===== src/rtl/core/lict_pkg.sv =====
package lict_pkg;

  typedef enum logic [1:0] {
    CMD_READ  = 2'd0,
    CMD_WRITE = 2'd1,
    CMD_TICK  = 2'd2,
    CMD_NOP   = 2'd3
  } cmd_e;

  // configuration register indexes
  localparam logic CFG_LOCAL_ID = 1'b0;
  localparam logic CFG_VERSION  = 1'b1;

  localparam logic [7:0] LOCAL_ID_RESET = 8'd0;
  localparam logic [7:0] VERSION_RESET  = 8'd20;

  // register offsets, low four address bits cleared
  localparam logic [11:0] OFF_ID      = 12'h020;
  localparam logic [11:0] OFF_VERSION = 12'h030;
  localparam logic [11:0] OFF_EOI     = 12'h0B0;
  localparam logic [11:0] OFF_SPUR    = 12'h0F0;
  localparam logic [11:0] OFF_LVT     = 12'h320;
  localparam logic [11:0] OFF_INIT    = 12'h380;
  localparam logic [11:0] OFF_CUR     = 12'h390;
  localparam logic [11:0] OFF_DIV     = 12'h3E0;
  localparam logic [11:0] OFF_MASK    = 12'hFF0;

  localparam int unsigned SPUR_EN_BIT    = 8;
  localparam int unsigned LVT_MASK_BIT   = 16;
  localparam int unsigned LVT_PERIOD_BIT = 17;

  localparam logic [8:0]  SPUR_RESET = 9'h0FF;
  localparam logic [17:0] LVT_RESET  = 18'h10000;
  localparam logic [3:0]  DIV_KEEP   = 4'hB;

  typedef struct packed {
    logic [31:0] rdata;
    logic        irq_fire;
    logic [7:0]  irq_vector;
  } result_t;

  // prescaler period for a divide code: code {b3,b1,b0} = 7 is divide by one
  function automatic logic [7:0] divisor_of(input logic [3:0] code);
    logic [2:0] v;
    v = {code[3], code[1:0]};
    if (v == 3'd7) begin
      divisor_of = 8'd1;
    end else begin
      divisor_of = 8'd2 << v;
    end
  endfunction

endpackage


===== src/rtl/core/lict_core.sv =====
module lict_core #(
  parameter int unsigned COUNT_WIDTH = 32
) (
  input  logic              clk_i,
  input  logic              rst_ni,
  input  logic              en_i,
  input  lict_pkg::cmd_e    cmd_i,
  input  logic [11:0]       addr_i,
  input  logic [31:0]       wdata_i,
  input  logic [7:0]        local_id_i,
  input  logic [7:0]        version_i,
  output lict_pkg::result_t res_o
);
  import lict_pkg::*;

  logic [8:0]             spur_q, spur_d;
  logic [17:0]            lvt_q, lvt_d;
  logic [COUNT_WIDTH-1:0] init_q, init_d;
  logic [COUNT_WIDTH-1:0] cur_q, cur_d;
  logic [COUNT_WIDTH-1:0] cur_dec;
  logic [3:0]             div_q, div_d;
  logic [6:0]             pre_q, pre_d;
  logic                   in_svc_q, in_svc_d;
  logic                   pend_q, pend_d;
  logic [11:0]            off;
  logic                   may_deliver;

  assign off         = addr_i & OFF_MASK;
  assign may_deliver = !lvt_q[LVT_MASK_BIT] && spur_q[SPUR_EN_BIT];
  assign cur_dec     = cur_q - COUNT_WIDTH'(1);

  always_comb begin
    spur_d   = spur_q;
    lvt_d    = lvt_q;
    init_d   = init_q;
    cur_d    = cur_q;
    div_d    = div_q;
    pre_d    = pre_q;
    in_svc_d = in_svc_q;
    pend_d   = pend_q;
    res_o    = '0;
    case (cmd_i)
      CMD_READ: begin
        case (off)
          OFF_ID:      res_o.rdata = {local_id_i, 24'd0};
          OFF_VERSION: res_o.rdata = {24'd0, version_i};
          OFF_SPUR:    res_o.rdata = {23'd0, spur_q};
          OFF_LVT:     res_o.rdata = {14'd0, lvt_q};
          OFF_INIT:    res_o.rdata = 32'(init_q);
          OFF_CUR:     res_o.rdata = 32'(cur_q);
          OFF_DIV:     res_o.rdata = {28'd0, div_q};
          default:     res_o.rdata = '0;
        endcase
      end
      CMD_WRITE: begin
        case (off)
          OFF_EOI: begin
            if (pend_q) begin
              pend_d = 1'b0;
              if (may_deliver) begin
                res_o.irq_fire   = 1'b1;
                res_o.irq_vector = lvt_q[7:0];
                in_svc_d         = 1'b1;
              end else begin
                in_svc_d = 1'b0;
              end
            end else begin
              in_svc_d = 1'b0;
            end
          end
          OFF_SPUR: spur_d = wdata_i[8:0];
          OFF_LVT:  lvt_d = {wdata_i[17:16], 8'd0, wdata_i[7:0]};
          OFF_INIT: begin
            init_d = wdata_i[COUNT_WIDTH-1:0];
            cur_d  = wdata_i[COUNT_WIDTH-1:0];
            pre_d  = '0;
          end
          OFF_DIV:  div_d = wdata_i[3:0] & DIV_KEEP;
          default:  ;
        endcase
      end
      CMD_TICK: begin
        if (cur_q != '0) begin
          if (({1'b0, pre_q} + 8'd1) >= divisor_of(div_q)) begin
            pre_d = '0;
            cur_d = cur_dec;
            if (cur_dec == '0) begin
              if (may_deliver) begin
                if (in_svc_q) begin
                  pend_d = 1'b1;
                end else begin
                  res_o.irq_fire   = 1'b1;
                  res_o.irq_vector = lvt_q[7:0];
                  in_svc_d         = 1'b1;
                end
              end
              if (lvt_q[LVT_PERIOD_BIT]) begin
                cur_d = init_q;
              end
            end
          end else begin
            pre_d = pre_q + 7'd1;
          end
        end
      end
      default: ;
    endcase
  end

  always_ff @(posedge clk_i or negedge rst_ni) begin
    if (!rst_ni) begin
      spur_q   <= SPUR_RESET;
      lvt_q    <= LVT_RESET;
      init_q   <= '0;
      cur_q    <= '0;
      div_q    <= '0;
      pre_q    <= '0;
      in_svc_q <= 1'b0;
      pend_q   <= 1'b0;
    end else if (en_i) begin
      spur_q   <= spur_d;
      lvt_q    <= lvt_d;
      init_q   <= init_d;
      cur_q    <= cur_d;
      div_q    <= div_d;
      pre_q    <= pre_d;
      in_svc_q <= in_svc_d;
      pend_q   <= pend_d;
    end
  end

endmodule


===== src/rtl/core/local_interrupt_controller_timer.sv =====
// Local interrupt controller timer with a 32-bit register file. Each request is a
// register read, a register write or one timer tick, and gives exactly one result
// carrying read data and any interrupt delivered with it. A request is registered on
// entry, processed in one pass and its result registered on exit, so the block takes
// one request per clock while results are taken; a result passes the input register and then the result register.
// A result that is not taken holds the request behind it and then stalls the input.
// The count registers are COUNT_WIDTH bits wide (up to 32).
module local_interrupt_controller_timer #(
  parameter int unsigned COUNT_WIDTH = 32
) (
  input  logic        clk_i,
  input  logic        rst_ni,
  input  logic        in_valid_i,
  output logic        in_ready_o,
  input  logic [1:0]  cmd_i,
  input  logic [11:0] addr_i,
  input  logic [31:0] wdata_i,
  output logic        out_valid_o,
  input  logic        out_ready_i,
  output logic [31:0] rdata_o,
  output logic        irq_fire_o,
  output logic [7:0]  irq_vector_o,
  input  logic        cfg_valid_i,
  output logic        cfg_ready_o,
  input  logic        cfg_index_i,
  input  logic [7:0]  cfg_wdata_i
);
  import lict_pkg::*;

  logic        in_valid_q;
  logic [1:0]  cmd_q;
  logic [11:0] addr_q;
  logic [31:0] wdata_q;
  logic        out_valid_q;
  result_t     res_q, res_d;
  logic [7:0]  local_id_q;
  logic [7:0]  version_q;
  logic        in_accept;
  logic        advance;

  // the held request moves on when the result register is free or being drained
  assign advance     = in_valid_q && (!out_valid_q || out_ready_i);
  assign in_ready_o  = !in_valid_q || advance;
  assign in_accept   = in_valid_i && in_ready_o;
  assign cfg_ready_o = 1'b1;

  lict_core #(
    .COUNT_WIDTH(COUNT_WIDTH)
  ) u_core (
    .clk_i     (clk_i),
    .rst_ni    (rst_ni),
    .en_i      (advance),
    .cmd_i     (cmd_e'(cmd_q)),
    .addr_i    (addr_q),
    .wdata_i   (wdata_q),
    .local_id_i(local_id_q),
    .version_i (version_q),
    .res_o     (res_d)
  );

  always_ff @(posedge clk_i or negedge rst_ni) begin
    if (!rst_ni) begin
      in_valid_q  <= 1'b0;
      out_valid_q <= 1'b0;
      local_id_q  <= LOCAL_ID_RESET;
      version_q   <= VERSION_RESET;
    end else begin
      if (in_ready_o) begin
        in_valid_q <= in_valid_i;
      end
      if (advance) begin
        out_valid_q <= 1'b1;
      end else if (out_ready_i) begin
        out_valid_q <= 1'b0;
      end
      if (cfg_valid_i) begin
        case (cfg_index_i)
          CFG_LOCAL_ID: local_id_q <= cfg_wdata_i;
          CFG_VERSION:  version_q  <= cfg_wdata_i;
          default:      ;
        endcase
      end
    end
  end

  always_ff @(posedge clk_i) begin
    if (in_accept) begin
      cmd_q   <= cmd_i;
      addr_q  <= addr_i;
      wdata_q <= wdata_i;
    end
    if (advance) begin
      res_q <= res_d;
    end
  end

  assign out_valid_o  = out_valid_q;
  assign rdata_o      = res_q.rdata;
  assign irq_fire_o   = res_q.irq_fire;
  assign irq_vector_o = res_q.irq_vector;

endmodule


===== config.mk =====
export PLATFORM = sky130hd
export DESIGN_NAME = local_interrupt_controller_timer
export DESIGN_NICKNAME = d
export VERILOG_FILES = /design/src/rtl/core/lict_pkg.sv /design/src/rtl/core/lict_core.sv /design/src/rtl/core/local_interrupt_controller_timer.sv
export SDC_FILE = /design/constraint.sdc
export NUM_CORES = 1
export LEC_CHECK = 0
export BUFFER_PORTS_ARGS = -buffer_cell sky130_fd_sc_hd__buf_2
export CAP_MARGIN = 15
export CORE_MARGIN = 4
export CORE_UTILIZATION = 59
export DETAILED_ROUTE_END_ITERATION = 8
export GPL_TIMING_DRIVEN = 0
export PLACE_DENSITY = 0.8
export SLEW_MARGIN = 20
export SYNTH_ARGS = -nofsm -noshare
export SYNTH_HDL_FRONTEND = slang
export SYNTH_SLANG_ARGS = --single-unit

===== constraint.sdc =====
create_clock -name clk_i -period 4.89 [get_ports clk_i]
set_clock_uncertainty 0.15 [all_clocks]
set_input_delay 0.7335 -clock clk_i [delete_from_list [all_inputs] [get_ports clk_i]]
set_output_delay 0.7335 -clock clk_i [all_outputs]
set_load 0.01 [all_outputs]

==> results.md, run 1 <==
- Nets@finish: 1070
- DP Area: 0.0108 mm^2
- Max incr delay on CP: 710 ps
- Via/cell ratio: around 6.5
- Outcome: finished clean
- CTS tree: yes
- Worst Max-Slew Pin Slew: between 1000 and 1500 ps
- DRC viols: 0
- Worst Hold Slack: 101 ps
- Sum Neg Setup Slack: 0 ps
- Clk Latency, worst-skew pair: 440 ps
- Most common cell in the synthesized netlist: dfrtp_1
- DIE HEIGHT: 137 um
- CP top delay family: simple AND/OR/NAND/NOR gates
- Top Ports: 104
- Die width: 137 um
- Resize count post-CTS: 0
- Syn Inst Count: 876
- Crit path cell chain: inv_1, ha_1, or4b_1, or4_1, nor4_1, xor2_1, nor4_4, clkbuf_1, nand3_1, a21oi_1
- R2r endpoint: u_core.cur_q[9]
- Worst Hold Class: in -> async
- Via count: about 7900
- Final std cells w/o fill: 1229
- Inst Count DP: approximately 1200
- Vias in the first global route: 7735
- Reg2Reg Depth: 10
- Core ar.: 0.0165 mm^2
- Fill count: 1238
- GR Util All Layers: 0.301
- Max Clock Freq: 213 MHz
- Half-perimeter wire length after placement: 19.5 mm
- Total power: 4.38 mW
- Initial antenna violation count: 0
- Reg-to-Reg Start: u_core.cur_q[0]
- Port Buf Inserts: 98
- Area leader, netlist: dfrtp_1
- Crit Path Class: reg -> reg
- Max_cap viols: 0
- Synthesized area per cell: between 10 and 15 um^2
- CP required: between 5000 and 6000 ps
- Setup bufs post-CTS: 0
- CTS Hold Bufs: 0
- Area contributors post-synth: dfrtp_1, edfxtp_1, mux2_2, dfstp_2, nor2_1
- Final ANT Viol Nets: 0
- Slew Limit Fails: 0
- PwrDens: 384 mW/mm^2
- Synthesized Nets: 950
- Buffers & Inverters on Critical Path: 2
- Share of the synthesized area in the top cell type: 0.258
- DIE AREA: 0.0189 mm^2
- Relative slew slack: 0.230
- Tcrit/Tclk final: 0.961
- Synth async-reset ratio: 0.577
- Root Buffer: clkbuf_16
- Critical path depth in cells: 10
- Area growth syn-to-layout: 15.3%
- Clock sink count: roughly 200
- CTS Buf Count: 17
- First-pass GRT wire length: around 43 mm
- Main synth FF type: dfrtp_1
- Final Cell Area: between 0.01 and 0.015 mm^2
- Clk slew on worst S/H paths: 70 ps
- Cell variety after synth: 67
- Slowest cell on crit path: nor4_4
- H-tree lvl count: 4
- EDFF count, synth: between 80 and 90
- Gpl congestion: 0.951
- RSZ-0062 raised after global routing: false
- Clock buffer depth: 2
- Diode count: 0
- Mapped cell area: 0.00989 mm^2
- Flop2flop setup slack: 190 ps
- Top cells by count, synth: dfrtp_1, mux2_2, edfxtp_1, nor2_1, nand2_1
- Routed wirelength normalized by instance count: ~23 um
- Yosys warning count: 0
- Final min period: 4700 ps
- Final Hold Fails: 0
- Seq/Total Area, Yosys: 0.539
- WL final: about 28 mm
- First-pass DRT Iterations: 6
- Worst setup EP type: flip-flop
- CP Launch Type: flip-flop
- CP Data Arrival Time: between 4000 and 5000 ps
- Share of layout cells above drive strength 1: 0.264
- Final setup vio count: 0
- Site Rows: 47
- Initial Utilization: 0.599
- Flops & latches, synth: 196
- Leak: 4.53 nW
- VDD IR max: 286 uV
- Worst Path Max Fanout: 10
- GRT Residual Overflow: 0
- Initial DRC count: 1149
- Largest net degree at the start of global routing: 60
stage by stage:
| step | setup WS [ps] | util |
|---|---|---|
| 6_report | 192 | 0.690 |
| 5_1_grt | 4.56 | 0.690 |
| 4_1_cts | 15.5 | 0.689 |
| 3_5_place_dp | 34.4 | 0.651 |
| 3_3_place_gp | -402 | 0.645 |
| 2_1_floorplan | 1050 | - |
metal layers:
layer,track usage,vias up,share of wire
met5,0,-,0
met4,0.134,0,0.041
met3,0.0683,83,0.086
met2,0.468,416,0.47
met1,0.405,3882,0.40
li1,-,3558,-
layout make-up:
class                           count  area, um^2  share of cell area
Buffer                             52         228              0.0200
Clock buffer                       18         450              0.0395
Timing Repair Buffer              101         564              0.0495
Sequential cell                   196        5330               0.468
Multi-Input combinational cell    612        4310               0.378
Tap cell                          220         275              0.0241
Inverter                           16        60.1             0.00527
Clock inverter                     14         183              0.0160
how the worst max path moves through the flow:
stage,from,endpoint,slack [ps]
global route,u_core.cur_q[1],u_core.cur_q[9],5
detailed placement,u_core.cur_q[0],u_core.cur_q[9],30
finish,u_core.cur_q[0],u_core.cur_q[9],190
CTS,u_core.cur_q[0],u_core.cur_q[9],20
global placement,out_ready_i,u_core.cur_q[9],-400
floorplan,out_ready_i,u_core.cur_q[11],1050
state kept, by name, indices dropped and copies added (netlist names), 2 cells and up:
| name | count |
|---|---|
| wdata_q | 32 |
| u_core.pre_q | 7 |
| u_core.div_q | 3 |
| u_core.lvt_q | 10 |
| u_core.spur_q | 9 |
| u_core.cur_q | 32 |
| u_core.init_q | 32 |
| irq_vector_o | 8 |
| addr_q | 8 |
| version_q | 8 |
| local_id_q | 8 |
| rdata_o | 32 |
| cmd_q | 2 |
cells by family (layout without fill, tap and decap cells):
kind of cell	Yosys count	after routing	synth area share
AND/OR/NAND/NOR	303	303	0.162
XOR/XNOR	12	12	0.0106
multiplexers	110	110	0.122
AO/OA/AOI/OAI	172	172	0.119
adder cells (fa/ha/maj)	14	14	0.0177
other	1	1	0.000379
flip-flops	196	196	0.539
buffers and inverters	68	201	0.0291
cell usage in the layout (no fill, tap or decap), types with 5 or more instances in the layout:
cell type    n
nand2_1     49
xor2_1       8
edfxtp_1    83
a22oi_1     20
and3_1      10
nand2b_1    12
dfstp_2     11
ha_1        14
or3_1       24
a21boi_0     9
mux2i_1     24
a21oi_1     34
a31oi_1     19
a211oi_1     7
a222oi_1     5
or2_2        5
mux2_2      86
nor4_1      12
clkbuf_16   18
a31o_2       5
o211ai_1     8
nand3_1     42
or4_1        7
nand3b_1     7
dfrtp_1    102
buf_2      102
o21ai_0     32
nand4_1     15
nor3_1      26
clkbuf_1    41
inv_1       16
nor2_1      66
power breakdown:
part / switching (mW) / internal (mW)
Combinational: 0.505 / 0.323
Clock: 0.705 / 0.769
Sequential: 0.190 / 1.89
Total: 1.40 / 2.98
No activity file was read; power rests on OpenSTA's default activity.
==> run 2: changes to the inputs <==
--- a/config.mk
+++ b/config.mk
@@ -8,10 +8,10 @@
 export BUFFER_PORTS_ARGS = -buffer_cell sky130_fd_sc_hd__buf_2
 export CAP_MARGIN = 15
 export CORE_MARGIN = 4
-export CORE_UTILIZATION = 59
+export CORE_UTILIZATION = 54
 export DETAILED_ROUTE_END_ITERATION = 8
 export GPL_TIMING_DRIVEN = 0
-export PLACE_DENSITY = 0.8
+export PLACE_DENSITY = 0.77
 export SLEW_MARGIN = 20
 export SYNTH_ARGS = -nofsm -noshare
 export SYNTH_HDL_FRONTEND = slang
==> constraint.sdc (replaced) <==
create_clock -name clk_i -period 4 [get_ports clk_i]
set_clock_uncertainty 0.15 [all_clocks]
set_input_delay 0.6 -clock clk_i [delete_from_list [all_inputs] [get_ports clk_i]]
set_output_delay 0.6 -clock clk_i [all_outputs]
set_load 0.01 [all_outputs]
==> run 2 against run 1 <==
  * Die area grew 8.7%
  * Register-to-register slack got worse by 60 ps
  * Sequential share of layout area down 0.61 points
  * Critical path depth unchanged
  * First-iteration DRC count is 16% lower
  * Worst hold slack gained 76 ps
  * Clock power increased by 18%
  * Design area grew 1.3%
  * Maximum frequency increased by 21%
  * Non-clock buffer count increased by 11
  * Power grew 22%
  * Setup slack worse by 64 ps
  * Highest routed layer unchanged
==> results.md, run 2 (same netlist as run 1, synthesis figures left out) <==
- Worst Hold Class: in -> reg
- Diode count: 0 (unchanged)
- Tcrit/Tclk final: 0.968 (+0.00716)
- Gpl congestion: 0.971 (+2.2%)
- Worst Path Max Fanout: 9 (-1)
- Reg2Reg Depth: 10 (unchanged)
- VDD IR max: 370 uV (+29%)
- Total power: 5.32 mW (+22%)
- Worst setup EP type: flip-flop
- Worst Hold Launch: wdata_i[12]
- Final Worst Setup Slack: 128 ps (-63.6 ps)
- Fin util: 0.643 (-0.0468)
- Via count: 8046 (+1.3%)
- Outcome: finished clean
- GR Util All Layers: 0.278 (-0.0229)
- Largest net degree at the start of global routing: 72 (+20%)
- DIE AREA: 0.0205 mm^2 (+8.7%)
- R2r endpoint: irq_vector_o[5]
- Die width: 143 um (+4.3%)
- Reg-to-Reg Start: u_core.cur_q[1]
- CP top delay family: simple AND/OR/NAND/NOR gates
- Final setup vio count: 0 (unchanged)
- Slew Limit Fails: 0 (unchanged)
- CTS Buf Count: 17 (unchanged)
- Buffers & Inverters on Critical Path: 2 (unchanged)
- H-tree lvl count: 4 (unchanged)
- Initial antenna violation count: 0 (unchanged)
- First-pass DRT Iterations: 6 (unchanged)
- GRT Residual Overflow: 0 (unchanged)
- RSZ-0062 raised after global routing: true
- Nets@finish: 1081 (+1.0%)
- Area growth syn-to-layout: 16.8%
- Routed wirelength normalized by instance count: 22.7 um (+0.26%)
- CP Launch Type: flip-flop
- DRC viols: 0 (unchanged)
- Inst Count DP: 1207 (+0.84%)
- Crit path cell chain: inv_1, ha_2, or4b_4, nor4_1, xor2_1, or4b_2, nor4b_4, nand4_1, buf_4, a21boi_0
- Core ar.: 0.0180 mm^2 (+8.7%)
- Hold path cells: 1
- Slowest cell on crit path: or4b_2
- Most frequent cells in the layout: dfrtp_1, buf_2, mux2_2, edfxtp_1, nor2_1
- Final ANT Viol Nets: 0 (unchanged)
- Clock buffer depth: 2 (unchanged)
- Initial DRC count: 966 (-16%)
- Final Hold Fails: 0 (unchanged)
- Port Buf Inserts: 98 (unchanged)
- Place WS: -883 ps (-917 ps)
- Initial Utilization: 0.551 (-0.0479)
- Relative slew slack: 0.355 (+0.125)
- Commonest non-fill, non-tap cell in the layout: dfrtp_1
- Hold worst-path end: wdata_q[12]
- Via/cell ratio: 6.44 (-0.28%)
- Root Buffer: clkbuf_16
- Final min period: 3870 ps (-826 ps)
- Flop2flop setup slack: 130 ps (-60 ps)
- First-pass GRT wire length: 43.7 mm (+1.8%)
- Clk Latency, worst-skew pair: 450 ps (about the same)
- Crit Path Class: reg -> reg
- Site Rows: 49 (+4.3%)
- Top Ports: 104 (unchanged)
- Clk slew on worst S/H paths: 80 ps (about the same)
- CP Data Arrival Time: 3990 ps (-920 ps)
- Leak: 4.61 nW (+1.8%)
- Vias in the first global route: 7879 (+1.9%)
- CP required: 4120 ps (-980 ps)
- PwrDens: 460 mW/mm^2 (+20%)
- CTS tree: yes
- Final std cells w/o fill: 1249 (+1.6%)
- Share of layout cells above drive strength 1: 0.278 (+0.0148)
- Half-perimeter wire length after placement: 20.1 mm (+3.0%)
- Worst Max-Slew Pin Slew: 964 ps (-192 ps)
- Max_cap viols: 0 (unchanged)
- WL final: 28.3 mm (+1.9%)
- Clock sink count: 196 (unchanged)
- DIE HEIGHT: 143 um (+4.3%)
- Max Clock Freq: 258 MHz (+21%)
- Max incr delay on CP: 750 ps (+40 ps)
run 2: cell types whose count changed in the layout (fill, tap and decap cells not counted), moves of 2 or more:
cell     before  now
nor4b_4       0    2
buf_4         1   12
nor4_4        1    3
nor4b_2       2    0
run 2: cell type report:
| cell class | count | area (um^2) |
|---|---|---|
| fillers | 1385 | 6410 |
| flip-flops and latches | 196 | 5330 |
| multi-input cells | 612 | 4390 |
| repair buffers | 112 | 649 |
| clock buffers | 18 | 429 |
| well taps | 229 | 287 |
| plain buffers | 52 | 235 |
| clock inverters | 14 | 171 |
| inverters | 16 | 60.1 |
run 2: layer usage:
| layer | share of wire | track usage |
|---|---|---|
| met2 | 0.48 | 0.452 |
| met4 | 0.029 | 0.103 |
| met5 | 0 | 0 |
| met1 | 0.41 | 0.377 |
| met3 | 0.073 | 0.0493 |
run 2: how the worst max path moves through the flow:
stage,from,to,slack (ps),depth (start not counted)
3_3_place_gp,out_ready_i,u_core.cur_q[8],-1090,9
2_1_floorplan,out_ready_i,u_core.cur_q[11],290,8
6_report,u_core.cur_q[1],irq_vector_o[5],130,10
5_1_grt,u_core.cur_q[1],irq_vector_o[4],-0.8,10
4_1_cts,u_core.cur_q[1],irq_vector_o[5],2,10
3_5_place_dp,u_core.cur_q[1],u_core.cur_q[17],-880,10
run 2: through the flow:
stage	hold WS, ps	setup TNS [ps]	instance area [um^2]
floorplan	154	0	9890
global placement	315	-71470	10700
detailed placement	340	-29020	10800
CTS	172	0	11500
global route	173	-0.770	11600
finish	177	0	11600
run 2: what timing repair did:
| action | CTS | global route |
|---|---|---|
| resized for setup | 9 | 13 |
| setup buffers | 8 | 1 |
| hold buffers | 1 | 0 |
| endpoints found under the setup margin | 45 | 41 |
| pin swaps | 4 | 1 |
| cloned | 0 | 0 |
| endpoints found under the hold margin | 35 | 0 |
run 2: power by group:
part	internal, mW	switching (mW)	leakage, nW
clock network	0.895	0.841	0.286
logic	0.409	0.630	2.08
registers	2.30	0.240	2.24
==> run 3: changes to the inputs <==
--- a/config.mk
+++ b/config.mk
@@ -8,10 +8,10 @@
 export BUFFER_PORTS_ARGS = -buffer_cell sky130_fd_sc_hd__buf_2
 export CAP_MARGIN = 15
 export CORE_MARGIN = 4
-export CORE_UTILIZATION = 54
+export CORE_UTILIZATION = 46
 export DETAILED_ROUTE_END_ITERATION = 8
 export GPL_TIMING_DRIVEN = 0
-export PLACE_DENSITY = 0.77
+export PLACE_DENSITY = 0.67
 export SLEW_MARGIN = 20
 export SYNTH_ARGS = -nofsm -noshare
 export SYNTH_HDL_FRONTEND = slang
==> run 3 against run 2 <==
  * Utilization is 9.3 points lower
  * Setup slack worse by 26 ps
  * Routed wire length is 0.29% higher
  * Highest routed layer unchanged
  * Sequential power hardly changed
  * Combinational power hardly changed
  * Non-clock buffer count is 1 lower
  * Power hardly changed
  * Design area is 0.40% higher
  * Worst hold slack worse by 160 ps
==> results.md, run 3 (same netlist as run 1, synthesis figures left out) <==
- Tcrit/Tclk final: 0.974 (+0.00646)
- Routed wirelength normalized by instance count: 22.0 um (-3.2%)
- Commonest non-fill, non-tap cell in the layout: buf_2
- Worst setup EP type: flip-flop
- CP Data Arrival Time: 4080 ps (+90 ps)
- Clk Latency, worst-skew pair: 450 ps (about the same)
- Total power: 5.32 mW (about the same)
- Final ANT Viol Nets: 0 (unchanged)
- Multi-input logic area: 0.00439 mm^2 (about the same)
- Area growth syn-to-layout: 17.3%
- Max Clock Freq: 257 MHz (-0.66%)
- Slowest cell on crit path: or4_1
- Switch share: 0.331 (+0.00917)
- CTS Buf Count: 17 (unchanged)
- Inst Count DP: 1253 (+3.8%)
- PwrDens: 459 mW/mm^2 (-0.42%)
- Fill count: 1858 (+34%)
- Relative slew slack: 0.299 (-0.0555)
- Site Rows: 53 (+8.2%)
- Max incr delay on CP: 610 ps (-140 ps)
- Outcome: finished clean
- Largest net degree at the start of global routing: 68 (-5.6%)
- Root Buffer: clkbuf_16
- Initial antenna violation count: 0 (unchanged)
- Reg area: 0.00533 mm^2 (unchanged)
- Slew Limit Fails: 0 (unchanged)
- CP required: 4190 ps (+70 ps)
- First-pass DRT Iterations: 5 (-1)
- Final Hold Fails: 0 (unchanged)
- Combinational share of power: 0.197 (+0.002)
- Seq pwr share: 0.478 (about the same)
- Initial Utilization: 0.469 (-0.0816)
- Int Power: 3.56 mW (-1.4%)
- Initial DRC count: 561 (-42%)
- CP Launch Type: flip-flop
- Worst Hold Slack: 16.1 ps (-161 ps)
- WL final: 28.4 mm (+0.29%)
- Diode count: 0 (unchanged)
- Worst Hold Class: in -> async
- DIE AREA: 0.0239 mm^2 (+16%)
- GR Util All Layers: 0.237 (-0.0404)
- Half-perimeter wire length after placement: 20.4 mm (+1.4%)
- Power share of the clock group: 0.325 (about the same)
- CP top delay family: simple AND/OR/NAND/NOR gates
- Share of layout cells above drive strength 1: 0.281 (+0.00224)
- Worst Path Max Fanout: 10 (+1)
- Leak: 4.60 nW (-0.26%)
- Clock buffer depth: 2 (unchanged)
- Die width: 155 um (+7.9%)
- Core ar.: 0.0211 mm^2 (+17%)
- DRC viols: 0 (unchanged)
- Vias in the first global route: 7770 (-1.4%)
- Clock sink count: 196 (unchanged)
- CTS Hold Bufs: 0 (-1)
- First-pass GRT wire length: 44.5 mm (+1.8%)
- Most frequent CP cell: a31o_2
- DIE HEIGHT: 155 um (+7.9%)
- CTS tree: yes
- GRT Residual Overflow: 0 (unchanged)
- Final setup vio count: 0 (unchanged)
- H-tree lvl count: 4 (unchanged)
- Crit Path Class: reg -> reg
- Buffers & Inverters on Critical Path: 3 (+1)
- Gpl congestion: 0.942 (-3.0%)
- Final std cells w/o fill: 1294 (+3.6%)
- Via/cell ratio: 6.03 (-6.4%)
- Crit path cell chain: inv_1, ha_2, or4b_4, or4_1, nor4_4, a31o_2, buf_2, buf_4, nor3_1, a31o_2, a211oi_1
- Port Buf Inserts: 98 (unchanged)
- Max_cap viols: 0 (unchanged)
- Top Ports: 104 (unchanged)
- Sw power: 1.76 mW (+2.8%)
- Clk slew on worst S/H paths: 80 ps (about the same)
- Most frequent cells in the layout: buf_2, dfrtp_1, mux2_2, edfxtp_1, nor2_1
- Via count: 7806 (-3.0%)
- Worst Max-Slew Pin Slew: 1050 ps (+82.8 ps)
- Flop2flop setup slack: 100 ps (-30 ps)
- VDD IR max: 308 uV (-17%)
- Final min period: 3900 ps (+25.8 ps)
- Nets@finish: 1080 (-0.093%)
run 3: power groups by stage:
stage | Clock (mW) | Combinational [mW] | Sequential [mW]
detailed placement | 0 | 0.983 | 2.57
global placement | 0 | 0.951 | 2.57
finish | 1.73 | 1.05 | 2.54
floorplan | 0 | 0.669 | 2.50
CTS | 1.75 | 1.01 | 2.53
global route | 1.84 | 1.15 | 2.57
run 3: worst paths after layout:
kind,start,endpoint,cells after the start
worst max-delay path,u_core.cur_q[0],u_core.cur_q[7],11
worst min-delay path,rst_ni,u_core.lvt_q[7],1
worst max register to register,u_core.cur_q[0],u_core.cur_q[7],11
worst min register to register,in_valid_q,out_valid_o,1
max in group asynchronous,rst_ni,u_core.spur_q[2],2
min in group clk_i,wdata_i[1],wdata_q[1],1
run 3: cell type report:
cell class | instances | share of cell area
clock buffer | 17 | 0.0367
sequential | 196 | 0.460
tap | 275 | 0.0297
inverter | 16 | 0.00518
timing repair buffer | 111 | 0.0549
buffer | 52 | 0.0202
clock inverter | 15 | 0.0151
multi-input combinational | 612 | 0.379
run 3: repair_timing:
| action | in CTS | in global routing |
|---|---|---|
| pin swaps | 5 | 2 |
| endpoints found under the setup margin | 47 | 39 |
| gates resized for setup | 10 | 11 |
| buffers inserted | 8 | 1 |
run 3: through the flow:
| stage | setup TNS (ps) | util | instance area (um^2) | setup WS [ps] |
|---|---|---|---|---|
| 6_report | 0 | 0.550 | 11600 | 103 |
| 5_1_grt | -34.6 | 0.550 | 11600 | -30.1 |
| 4_1_cts | 0 | 0.548 | 11500 | 2.14 |
| 3_5_place_dp | -29200 | 0.513 | 10800 | -861 |
| 3_3_place_gp | -79460 | 0.509 | 10700 | -1140 |
| 2_1_floorplan | 0 | - | 9890 | 293 |
run 3: routing by layer:
metal | global-route usage | part of all wire
met1 | 0.332 | 0.44
met2 | 0.387 | 0.48
met3 | 0.0336 | 0.054
met4 | 0.0728 | 0.019
met5 | 0 | 0
